==> src/rtl/uart3x_pkg.sv <==
package uart3x_pkg;

    // Width of the byte fields on the ports, whatever the frame length is.
    localparam int BYTE_W = 8;

    // Item kinds carried on s_tuser.
    localparam logic KIND_TICK = 1'b0;
    localparam logic KIND_SEND = 1'b1;

    typedef enum logic [1:0] {
        PH_IDLE,
        PH_RUN,
        PH_STOP
    } phase_t;

    typedef struct packed {
        logic line;
        logic busy;
        logic refused;
    } tx_status_t;

    typedef struct packed {
        logic              valid;
        logic [BYTE_W-1:0] data;
        logic              busy;
    } rx_status_t;

endpackage

==> src/rtl/uart3x_tx.sv <==
module uart3x_tx #(
    parameter int TICKS_PER_BIT = 3,
    parameter int DATA_BITS     = 8
) (
    input  logic                         aclk,
    input  logic                         aresetn,
    input  logic                         tick,
    input  logic                         send,
    input  logic [uart3x_pkg::BYTE_W-1:0] data,
    output uart3x_pkg::tx_status_t       status
);

    localparam int TW = $clog2(TICKS_PER_BIT + 1);
    localparam int BW = $clog2(DATA_BITS + 3);
    localparam int FW = DATA_BITS + 2;

    uart3x_pkg::phase_t phase_reg, phase_next;
    logic [TW-1:0]      tick_left_reg, tick_left_next;
    logic [BW-1:0]      bits_left_reg, bits_left_next;
    logic [FW-1:0]      frame_reg, frame_next;
    logic               level_reg, level_next;
    logic               refused;

    always_ff @(posedge aclk) begin
        if (!aresetn) begin
            phase_reg     <= uart3x_pkg::PH_IDLE;
            tick_left_reg <= '0;
            bits_left_reg <= '0;
            frame_reg     <= '0;
            level_reg     <= 1'b1;
        end else begin
            phase_reg     <= phase_next;
            tick_left_reg <= tick_left_next;
            bits_left_reg <= bits_left_next;
            frame_reg     <= frame_next;
            level_reg     <= level_next;
        end
    end

    always_comb begin
        phase_next     = phase_reg;
        tick_left_next = tick_left_reg;
        bits_left_next = bits_left_reg;
        frame_next     = frame_reg;
        level_next     = level_reg;
        refused        = 1'b0;

        if (send) begin
            if (phase_reg != uart3x_pkg::PH_IDLE) begin
                refused = 1'b1;
            end else begin
                tick_left_next = TW'(1);
                bits_left_next = BW'(DATA_BITS + 2);
                frame_next     = {1'b1, data[DATA_BITS-1:0], 1'b0};
                phase_next     = uart3x_pkg::PH_RUN;
            end
        end else if (tick) begin
            if (phase_next == uart3x_pkg::PH_RUN) begin
                tick_left_next = tick_left_next - TW'(1);
                if (tick_left_next == '0) begin
                    level_next     = frame_next[0];
                    frame_next     = frame_next >> 1;
                    tick_left_next = TW'(TICKS_PER_BIT);
                    bits_left_next = bits_left_next - BW'(1);
                    if (bits_left_next == '0) begin
                        phase_next = uart3x_pkg::PH_STOP;
                    end
                end
            end
            // The stop hold counts the tick that put the stop bit out.
            if (phase_next == uart3x_pkg::PH_STOP) begin
                tick_left_next = tick_left_next - TW'(1);
                if (tick_left_next == '0) begin
                    phase_next = uart3x_pkg::PH_IDLE;
                end
            end
        end

        status.line    = level_next;
        status.busy    = (phase_next != uart3x_pkg::PH_IDLE);
        status.refused = refused;
    end

endmodule

==> src/rtl/uart3x_rx.sv <==
module uart3x_rx #(
    parameter int TICKS_PER_BIT = 3,
    parameter int DATA_BITS     = 8
) (
    input  logic                   aclk,
    input  logic                   aresetn,
    input  logic                   tick,
    input  logic                   line,
    output uart3x_pkg::rx_status_t status
);

    localparam int TW = $clog2(TICKS_PER_BIT + 2);
    localparam int BW = $clog2(DATA_BITS + 1);

    uart3x_pkg::phase_t   phase_reg, phase_next;
    logic [TW-1:0]        tick_left_reg, tick_left_next;
    logic [BW-1:0]        bits_left_reg, bits_left_next;
    logic [DATA_BITS-1:0] shift_reg, shift_next;
    logic [DATA_BITS-1:0] byte_reg, byte_next;
    logic                 done;

    always_ff @(posedge aclk) begin
        if (!aresetn) begin
            phase_reg     <= uart3x_pkg::PH_IDLE;
            tick_left_reg <= '0;
            bits_left_reg <= '0;
            shift_reg     <= '0;
            byte_reg      <= '0;
        end else begin
            phase_reg     <= phase_next;
            tick_left_reg <= tick_left_next;
            bits_left_reg <= bits_left_next;
            shift_reg     <= shift_next;
            byte_reg      <= byte_next;
        end
    end

    always_comb begin
        phase_next     = phase_reg;
        tick_left_next = tick_left_reg;
        bits_left_next = bits_left_reg;
        shift_next     = shift_reg;
        byte_next      = byte_reg;
        done           = 1'b0;

        if (tick) begin
            if (phase_next == uart3x_pkg::PH_IDLE && !line) begin
                // Start edge: the first sample lands one tick into bit 0, which is the
                // middle of the bit at three ticks per bit.
                tick_left_next = TW'(TICKS_PER_BIT + 1);
                phase_next     = uart3x_pkg::PH_RUN;
                bits_left_next = BW'(DATA_BITS);
                shift_next     = '0;
            end else if (phase_next == uart3x_pkg::PH_RUN) begin
                tick_left_next = tick_left_next - TW'(1);
                if (tick_left_next == '0) begin
                    shift_next     = {line, shift_next[DATA_BITS-1:1]};
                    tick_left_next = TW'(TICKS_PER_BIT);
                    bits_left_next = bits_left_next - BW'(1);
                    if (bits_left_next == '0) begin
                        phase_next = uart3x_pkg::PH_STOP;
                        byte_next  = shift_next;
                        done       = 1'b1;
                    end
                end
            end
            if (phase_next == uart3x_pkg::PH_STOP) begin
                tick_left_next = tick_left_next - TW'(1);
                if (tick_left_next == '0) begin
                    phase_next = uart3x_pkg::PH_IDLE;
                end
            end
        end

        status.valid = done;
        status.data  = uart3x_pkg::BYTE_W'(byte_next);
        status.busy  = (phase_next != uart3x_pkg::PH_IDLE);
    end

endmodule

==> src/rtl/uart_8n1_triple_oversample_unit.sv <==
// UART transmitter and receiver driven by an oversampling tick stream. Each input item is
// either one tick (s_tuser low), which advances both halves and samples rx_line, or a send
// request (s_tuser high), which loads a frame of a start bit, DATA_BITS data bits LSB first
// and a stop bit; every bit lasts TICKS_PER_BIT ticks and the stop bit is held for a further
// TICKS_PER_BIT ticks including the one that drove it. A request made while the transmitter
// is busy is refused and flagged, and the byte is dropped. The receiver leaves idle on the
// first low sample, samples TICKS_PER_BIT+1 ticks later and then every TICKS_PER_BIT ticks,
// reports the byte with rx_valid on the completing tick and waits TICKS_PER_BIT ticks before
// it looks for a new start bit; the stop bit is not checked. Every item yields exactly one
// result item with the line levels and status after that item. The block takes one item
// per clock: the state update is a single pass of small counter and shift logic between the
// state registers and the output register, and an item is taken while a result still waits
// as long as that result is taken in the same cycle.
module uart_8n1_triple_oversample_unit #(
    parameter int TICKS_PER_BIT = 3,
    parameter int DATA_BITS     = 8
) (
    input  logic        aclk,
    input  logic        aresetn,
    // Input items.
    input  logic        s_tvalid,
    output logic        s_tready,
    input  logic [15:0] s_tdata,  // [7:0] tx_data, [8] rx_line, [15:9] zero
    input  logic        s_tuser,  // [0] kind: 0 tick, 1 send request
    // Result items.
    output logic        m_tvalid,
    input  logic        m_tready,
    output logic [15:0] m_tdata   // [0] tx_line, [1] tx_busy, [2] send_refused,
                                  // [3] rx_valid, [11:4] rx_data, [12] rx_busy, [15:13] zero
);

    logic                   in_accept;
    logic                   tick;
    logic                   send;
    uart3x_pkg::tx_status_t tx_status;
    uart3x_pkg::rx_status_t rx_status;
    logic                   out_valid_reg, out_valid_next;
    logic [15:0]            out_data_reg, out_data_next;

    // The output register frees up in the same cycle its item is taken downstream.
    assign s_tready  = !out_valid_reg || m_tready;
    assign in_accept = s_tvalid && s_tready;
    assign tick      = in_accept && (s_tuser == uart3x_pkg::KIND_TICK);
    assign send      = in_accept && (s_tuser == uart3x_pkg::KIND_SEND);

    uart3x_tx #(
        .TICKS_PER_BIT (TICKS_PER_BIT),
        .DATA_BITS     (DATA_BITS)
    ) u_tx (
        .aclk    (aclk),
        .aresetn (aresetn),
        .tick    (tick),
        .send    (send),
        .data    (s_tdata[7:0]),
        .status  (tx_status)
    );

    uart3x_rx #(
        .TICKS_PER_BIT (TICKS_PER_BIT),
        .DATA_BITS     (DATA_BITS)
    ) u_rx (
        .aclk    (aclk),
        .aresetn (aresetn),
        .tick    (tick),
        .line    (s_tdata[8]),
        .status  (rx_status)
    );

    always_comb begin
        out_valid_next = out_valid_reg;
        out_data_next  = out_data_reg;
        if (in_accept) begin
            out_valid_next = 1'b1;
            out_data_next  = {3'b000, rx_status.busy, rx_status.data, rx_status.valid,
                              tx_status.refused, tx_status.busy, tx_status.line};
        end else if (m_tready) begin
            out_valid_next = 1'b0;
        end
    end

    always_ff @(posedge aclk) begin
        if (!aresetn) begin
            out_valid_reg <= 1'b0;
        end else begin
            out_valid_reg <= out_valid_next;
        end
    end

    always_ff @(posedge aclk) begin
        out_data_reg <= out_data_next;
    end

    assign m_tvalid = out_valid_reg;
    assign m_tdata  = out_data_reg;

endmodule

==> config.mk <==
export PLATFORM = sky130hd
export DESIGN_NAME = uart_8n1_triple_oversample_unit
export DESIGN_NICKNAME = d
export VERILOG_FILES = /design/src/rtl/uart3x_pkg.sv /design/src/rtl/uart3x_tx.sv /design/src/rtl/uart3x_rx.sv /design/src/rtl/uart_8n1_triple_oversample_unit.sv
export SDC_FILE = /design/constraint.sdc
export NUM_CORES = 1
export LEC_CHECK = 0
export BUFFER_PORTS_ARGS = -buffer_cell sky130_fd_sc_hd__buf_2
export CAP_MARGIN = 20
export CORE_MARGIN = 3
export CORE_UTILIZATION = 55
export CTS_CLUSTER_SIZE = 20
export DETAILED_ROUTE_END_ITERATION = 7
export GPL_TIMING_DRIVEN = 0
export PLACE_DENSITY = 0.77
export REMOVE_ABC_BUFFERS = 1
export SYNTH_ARGS = -nofsm -noshare
export SYNTH_HDL_FRONTEND = slang
export SYNTH_HIERARCHICAL = 1
export SYNTH_SLANG_ARGS = --single-unit
==> constraint.sdc <==
create_clock -name aclk -period 4.5 [get_ports aclk]
set_input_delay 1.35 -clock aclk [delete_from_list [all_inputs] [get_ports aclk]]
set_output_delay 1.35 -clock aclk [all_outputs]
set_load 0.01 [all_outputs]
==> results of run 1 <==
-- cell type report --
class | count | area share [%]
timing repair buffer | 29 | 4.46
inverter | 17 | 1.93
sequential | 57 | 38.4
tap | 67 | 2.53
clock buffer | 10 | 3.85
multi-input combinational | 207 | 45.6
clock inverter | 6 | 3.21
-- worst max-delay path, stage by stage --
cell and delay (ps):
buf_2 80, nand2b_4 120, nor3b_2 850, nor2b_1 220, nand4_1 230, nor4b_2 340, buf_4 240, mux2_2 370
and2_1 160
-- kinds of logic after synthesis --
family / count (synthesis) / share of synthesized area (%)
compound gates: 88 / 21.0
xor+xnor: 2 / 0.598
fa+ha+maj: 9 / 3.84
buf+inv: 36 / 5.59
flops: 57 / 43.4
mux: 21 / 7.77
other cells: 1 / 0.128
simple gates: 84 / 17.8
-- power by group through the flow --
stage	clock network [mW]	logic (mW)	registers [mW]
after CTS	0.569	0.118	0.558
after global routing	0.594	0.133	0.560
final	0.558	0.119	0.558
after global placement	0	0.114	0.568
after detailed placement	0	0.117	0.569
after floorplan	0	0.0812	0.569
-- cells in the final DEF (no fill, tap or decap), types with 3 or more instances in the layout --
master     netlist  final
a211oi_1        13     13
a21oi_1         24     24
a22oi_1          6      6
a311oi_1         3      3
and2_1          10     10
buf_2            2     28
bufinv_16        0      3
clkbuf_8         0      9
conb_1           1      3
dfxtp_1         44     44
edfxtp_1        13     13
ha_1             9      9
inv_1           16     16
mux2_2          10     10
mux2i_1          9      9
nand2_1         12     12
nor2_1          20     20
nor2b_1          6      6
nor3_1           3      3
o21a_1           3      3
o21ai_0          8      8
o31a_1           3      3
o31ai_1          3      3
or2_2            3      3
or3_1            4      4
-- stage by stage --
step | hold WS, ps | utilization (%) | setup TNS [ps] | cell area [µm²] | setup WS (ps)
after CTS | 477 | 67.0 | 0 | 3310 | 824
after detailed placement | 465 | 62.3 | 0 | 3080 | 468
after floorplan | 432 | - | 0 | 2840 | 271
after global placement | 466 | 62.0 | -11040 | 3060 | -661
after global routing | 510 | 67.0 | 0 | 3310 | 631
final | 480 | 67.0 | 0 | 3310 | 773
-- final timing paths --
kind / slack, ps / start / depth (start not counted) / end
worst max-delay path: 770 / m_tready / 9 / u_rx/byte_reg[6]
worst min-delay path: 480 / u_tx/frame_reg[1] / 2 / u_tx/frame_reg[0]
worst max register to register: 1570 / m_tvalid / 8 / u_rx/byte_reg[6]
worst min register to register: 480 / u_tx/frame_reg[1] / 2 / u_tx/frame_reg[0]
-- synth_stat cells (2+ instances only) --
library cell,number
dfxtp_1,44
a21oi_1,24
nor2_1,20
inv_1,16
a211oi_1,13
edfxtp_1,13
nand2_1,12
and2_1,10
clkbuf_1,10
mux2_2,10
ha_1,9
mux2i_1,9
o21ai_0,8
buf_4,7
a22oi_1,6
nor2b_1,6
or3_1,4
a311oi_1,3
nor3_1,3
o21a_1,3
o31a_1,3
o31ai_1,3
or2_2,3
a21boi_0,2
a31o_1,2
a31oi_1,2
buf_2,2
nand2b_1,2
nand3_1,2
nand4_1,2
nand4b_1,2
nor3b_2,2
o21bai_1,2
o311ai_0,2
-- layer usage --
| layer | global-route usage [%] | wire, µm |
|---|---|---|
| met3 | 6.24 | 460 |
| met4 | 7.39 | 65 |
| met5 | 0 | 0 |
| met1 | 28.1 | 2790 |
| met2 | 28.4 | 2450 |
==> impl_metrics.csv, run 1 <==
group,metric,value,unit
synthesis,synthesis.area,2930,µm²
synthesis,synthArstFlopShare,0,%
route,vias,2336,
synthesis,yosys_register_bits,57,
critical_path,critPathMaxFanout,19,
timing,drv_slew,0,
route,vias_per_cell,5.94,
grt,grt_use_total,19.9,%
cells_and_area,largest_register_ffs,13,
place,placedCellCount,377,
cells_and_area,syn_to_final_growth,12.9,%
critical_path,worst_setup_path_start_kind,"primary input",
clock_tree,cts_sinks,57,
grt,grt_max_degree,20,
power,p_sw_share,22.6,%
route,drc,0,
power,p_int,0.957,mW
grt,first_global_vias,2042,
timing,setup_violations,0,
die,ios,39,
critical_path,critPathCaptureType,"flop",
clock_tree,clockBufferDepth,2,
timing,relSlewSlack,28.7,%
die,core-area,4940,µm²
clock_tree,numCtsBuffers,9,
timing,worst_slew_pin_slew,1070,ps
synthesis,yosysTopAreaCell,"dfxtp_1",
timing,hold_viol_final,0,
power,clockPowerShare,45.2,%
synthesis,synth_cell_type_count,71,
place,gp_congestion,0.821,
route,wire_per_inst,14.7,µm
route,dr.pass1.iters,5,
synthesis,synth.top_cell.area_share,30.0,%
clock_tree,cts_tree,"done",
critical_path,cp.arrival,3950,ps
die,fp.dieH,79.0,µm
critical_path,critPathKind,"primary input to flop",
synthesis,postSynthAreaPerCell,9.84,µm²
cells_and_area,drive_gt1_share,22.1,%
power,power_frac_comb,9.6,%
place,dpl.hpwl,3.83,mm
synthesis,yosysWarnings,6,
synthesis,syn_inst,298,
route,finalWirelength,5.76,mm
clock_tree,hold_buffers,0,
grt,grt_overflow,0,
clock_tree,cts_setup_buffers,0,
clock_tree,clockRootBuffer,"clkbuf_8",
cells_and_area,fillCellCount,404,
run_status,status,"complete, no violations",
critical_path,required,4720,ps
route,drtIter0Drc,164,
die,initial_utilization,59.3,%
cells_and_area,multi_input_area,1510,µm²
clock_tree,cts_resized,0,
power,ir_drop,0.240,mV
die,dieArea,6240,µm²
cells_and_area,seq_area,1270,µm²
cells_and_area,stdcell_count,393,
synthesis,synth.area.top_cells,"dfxtp_1 (30%), edfxtp_1 (13%), a21oi_1 (4.1%), ha_1 (3.8%), mux2_2 (3.8%)",
synthesis,yosys_most_used_dff,"dfxtp_1",
grt,antenna_found_initial,0,
clock_tree,clk_pin_slew,60,ps
grt,grt_pass1_wl,9.69,mm
power,switchingPower,0.279,mW
route,antenna_left,0,
cells_and_area,num_antenna_cells,0,
power,finalPower,1.24,mW
power,sequentialPowerShare,45.2,%
die,placementRows,25,
timing,fmax,268,MHz
cells_and_area,nNetsFinal,351,
timing,fin_skew,9.61,ps
power,p_per_area,373,nW/µm²
synthesis,yosysSeqAreaShare,43.4,%
clock_tree,clock_latency,330,ps
clock_tree,htreeDepth,3,
timing,grt_setup_unrepaired,"no",
place,io_buffer_count,28,
worst_hold_path,hp-class,"flop to flop",
timing,period_needed,3730,ps
job,max_cap_viol_count,0,
power,leakagePower,1.22,nW
timing,finalCritPeriodShare,82.8,%
die,die_x,79.0,µm
synthesis,synth_edf_count,13,
Power figures use the tool's default switching activity.
==> run 2, diff against run 1 <==
==> constraint.sdc (replaced) <==
create_clock -name aclk -period 3.5 [get_ports aclk]
set_input_delay 1.05 -clock aclk [delete_from_list [all_inputs] [get_ports aclk]]
set_output_delay 1.05 -clock aclk [all_outputs]
set_load 0.01 [all_outputs]
==> impl_metrics.csv, run 2 (same netlist as run 1, synthesis figures left out) <==
group,metric,value,unit
route,drc,0,
timing,setup_violations,0,
cells_and_area,nNetsFinal,351,
power,finalPower,1.59,mW
critical_path,cpMaxStageDelayCell,"nor3b_4",
power,sequentialPowerShare,45.2,%
die,ios,39,
critical_path,required,3720,ps
timing,worst_slew_pin_slew,746,ps
die,die_x,79.0,µm
critical_path,max_stage_delay,590,ps
grt,gr-usage-met2,28.4,%
die,dieArea,6240,µm²
critical_path,worst_setup_path_start_kind,"primary input",
clock_tree,cts_sinks,57,
place,gp_congestion,0.821,
timing,tns,0,ps
route,wire_per_inst,14.7,µm
timing,finalCritPeriodShare,90.2,%
critical_path,crit_buf_inv,2,
power,leakagePower,1.22,nW
power,p_per_area,479,nW/µm²
cells_and_area,syn_to_final_growth,13.1,%
power,clockPowerShare,45.2,%
cells_and_area,layout_common_cells,"dfxtp_1 (44), buf_2 (28), a21oi_1 (24), nor2_1 (20), inv_1 (16)",
power,p_int,1.23,mW
power,switchingPower,0.359,mW
clock_tree,htreeDepth,3,
clock_tree,cts_tree,"done",
timing,grt_setup_unrepaired,"no",
critical_path,critPathKind,"primary input to flop",
route,drtIter0Drc,142,
die,core-area,4940,µm²
grt,antenna_found_initial,0,
route,vias,2326,
critical_path,cp.arrival,3380,ps
critical_path,worstPathCellList,"buf_2, nand2b_4, nor3b_4, nor2b_1, nand4_1, nor4b_2, buf_4, mux2_2, and2_1",
cells_and_area,final_common_cell,"dfxtp_1",
power,p_sw_share,22.6,%
cells_and_area,fin_area,3320,µm²
cells_and_area,num_antenna_cells,0,
place,dpl.hpwl,3.83,mm
route,antenna_left,0,
run_status,status,"complete, no violations",
cells_and_area,drive_gt1_share,22.1,%
job,max_cap_viol_count,0,
grt,first_global_vias,2042,
clock_tree,cts_setup_buffers,0,
grt,grt_use_total,19.9,%
grt,grt_overflow,0,
grt,grt_max_degree,20,
critical_path,critPathCaptureType,"flop",
worst_hold_path,hp-class,"flop to flop",
clock_tree,numCtsBuffers,9,
die,placementRows,25,
cells_and_area,largest_register_ffs,13,
route,dr.pass1.iters,5,
clock_tree,clock_latency,330,ps
power,ir_drop,0.309,mV
critical_path,path_delay_family,"simple AND/OR/NAND/NOR gates",
route,vias_per_cell,5.92,
grt,grt_pass1_wl,9.69,mm
grt,grt.busiest_layer,"met2",
place,io_buffer_count,28,
clock_tree,clockRootBuffer,"clkbuf_8",
clock_tree,clk_pin_slew,60,ps
critical_path,critPathMaxFanout,19,
die,fp.dieH,79.0,µm
power,power_frac_comb,9.7,%
clock_tree,hold_buffers,0,
timing,relSlewSlack,50.1,%
timing,drv_slew,0,
timing,hold_viol_final,0,
die,initial_utilization,59.3,%
place,dpl_cell_area,3080,µm²
cells_and_area,fin_util,67.1,%
critical_path,rrSetupSlack,780,ps
route,finalWirelength,5.76,mm
clock_tree,clockBufferDepth,2,
grt,grt.met1_usage,28.1,%
timing,fin_skew,10.1,ps
timing,period_needed,3160,ps
timing,fin_hold_ws,480,ps
timing,fmax,317,MHz
grt,use_met3,6.24,%
-- run 2: cell counts in the layout (fill, tap and decap cells not counted) --
Identical to the previous run, type by type.
-- run 2: final cells by class --
type / count / area, µm²
Inverter: 17 / 63.8
Fill cell: 406 / 1630
Tap cell: 67 / 83.8
Clock buffer: 10 / 128
Multi-Input combinational cell: 207 / 1520
Clock inverter: 6 / 106
Timing Repair Buffer: 29 / 148
Sequential cell: 57 / 1270
-- run 2: repair_timing --
action / CTS / global route
gates resized for setup: 0 / 1
hold endpoints to repair: 0 / 0
endpoints found under the setup margin: 0 / 22
-- run 2: metal layers --
| metal | wire (µm) | vias to the layer above |
|---|---|---|
| li1 | - | 1142 |
| met1 | 2780 | 1077 |
| met2 | 2480 | 97 |
| met3 | 422 | 10 |
| met4 | 69 | 0 |
| met5 | 0 | - |
-- run 2: final timing paths --
path	start	to	cells after the start
setup / recovery	m_tready	u_rx/byte_reg[6]	9
hold / removal	u_tx/frame_reg[1]	u_tx/frame_reg[0]	2
setup reg to reg	u_rx/tick_left_reg[0]	m_tdata[12]	11
hold reg to reg	u_tx/frame_reg[1]	u_tx/frame_reg[0]	2
-- run 2: metrics by stage --
step	cells	worst slack [ps]
2_1_floorplan	281	-429
4_1_cts	393	124
5_1_grt	393	192
3_3_place_gp	376	-1360
6_report	393	345
3_5_place_dp	377	-232
-- run 2: worst register-to-register path: cells and delay by family (launching register included) --
family	cells	cell delay [ps]
AO/OA/AOI/OAI	4	810
XOR/XNOR	1	230
AND/OR/NAND/NOR	2	430
flip-flops	1	380
adder cells (fa/ha/maj)	2	440
buffers and inverters	2	170
-- run 2: power by group through the flow --
| stage | Clock [mW] | Sequential [mW] | Combinational, mW |
|---|---|---|---|
| floorplan | 0 | 0.731 | 0.104 |
| global placement | 0 | 0.730 | 0.147 |
| detailed placement | 0 | 0.731 | 0.151 |
| CTS | 0.732 | 0.717 | 0.152 |
| global route | 0.764 | 0.720 | 0.172 |
| finish | 0.718 | 0.718 | 0.154 |
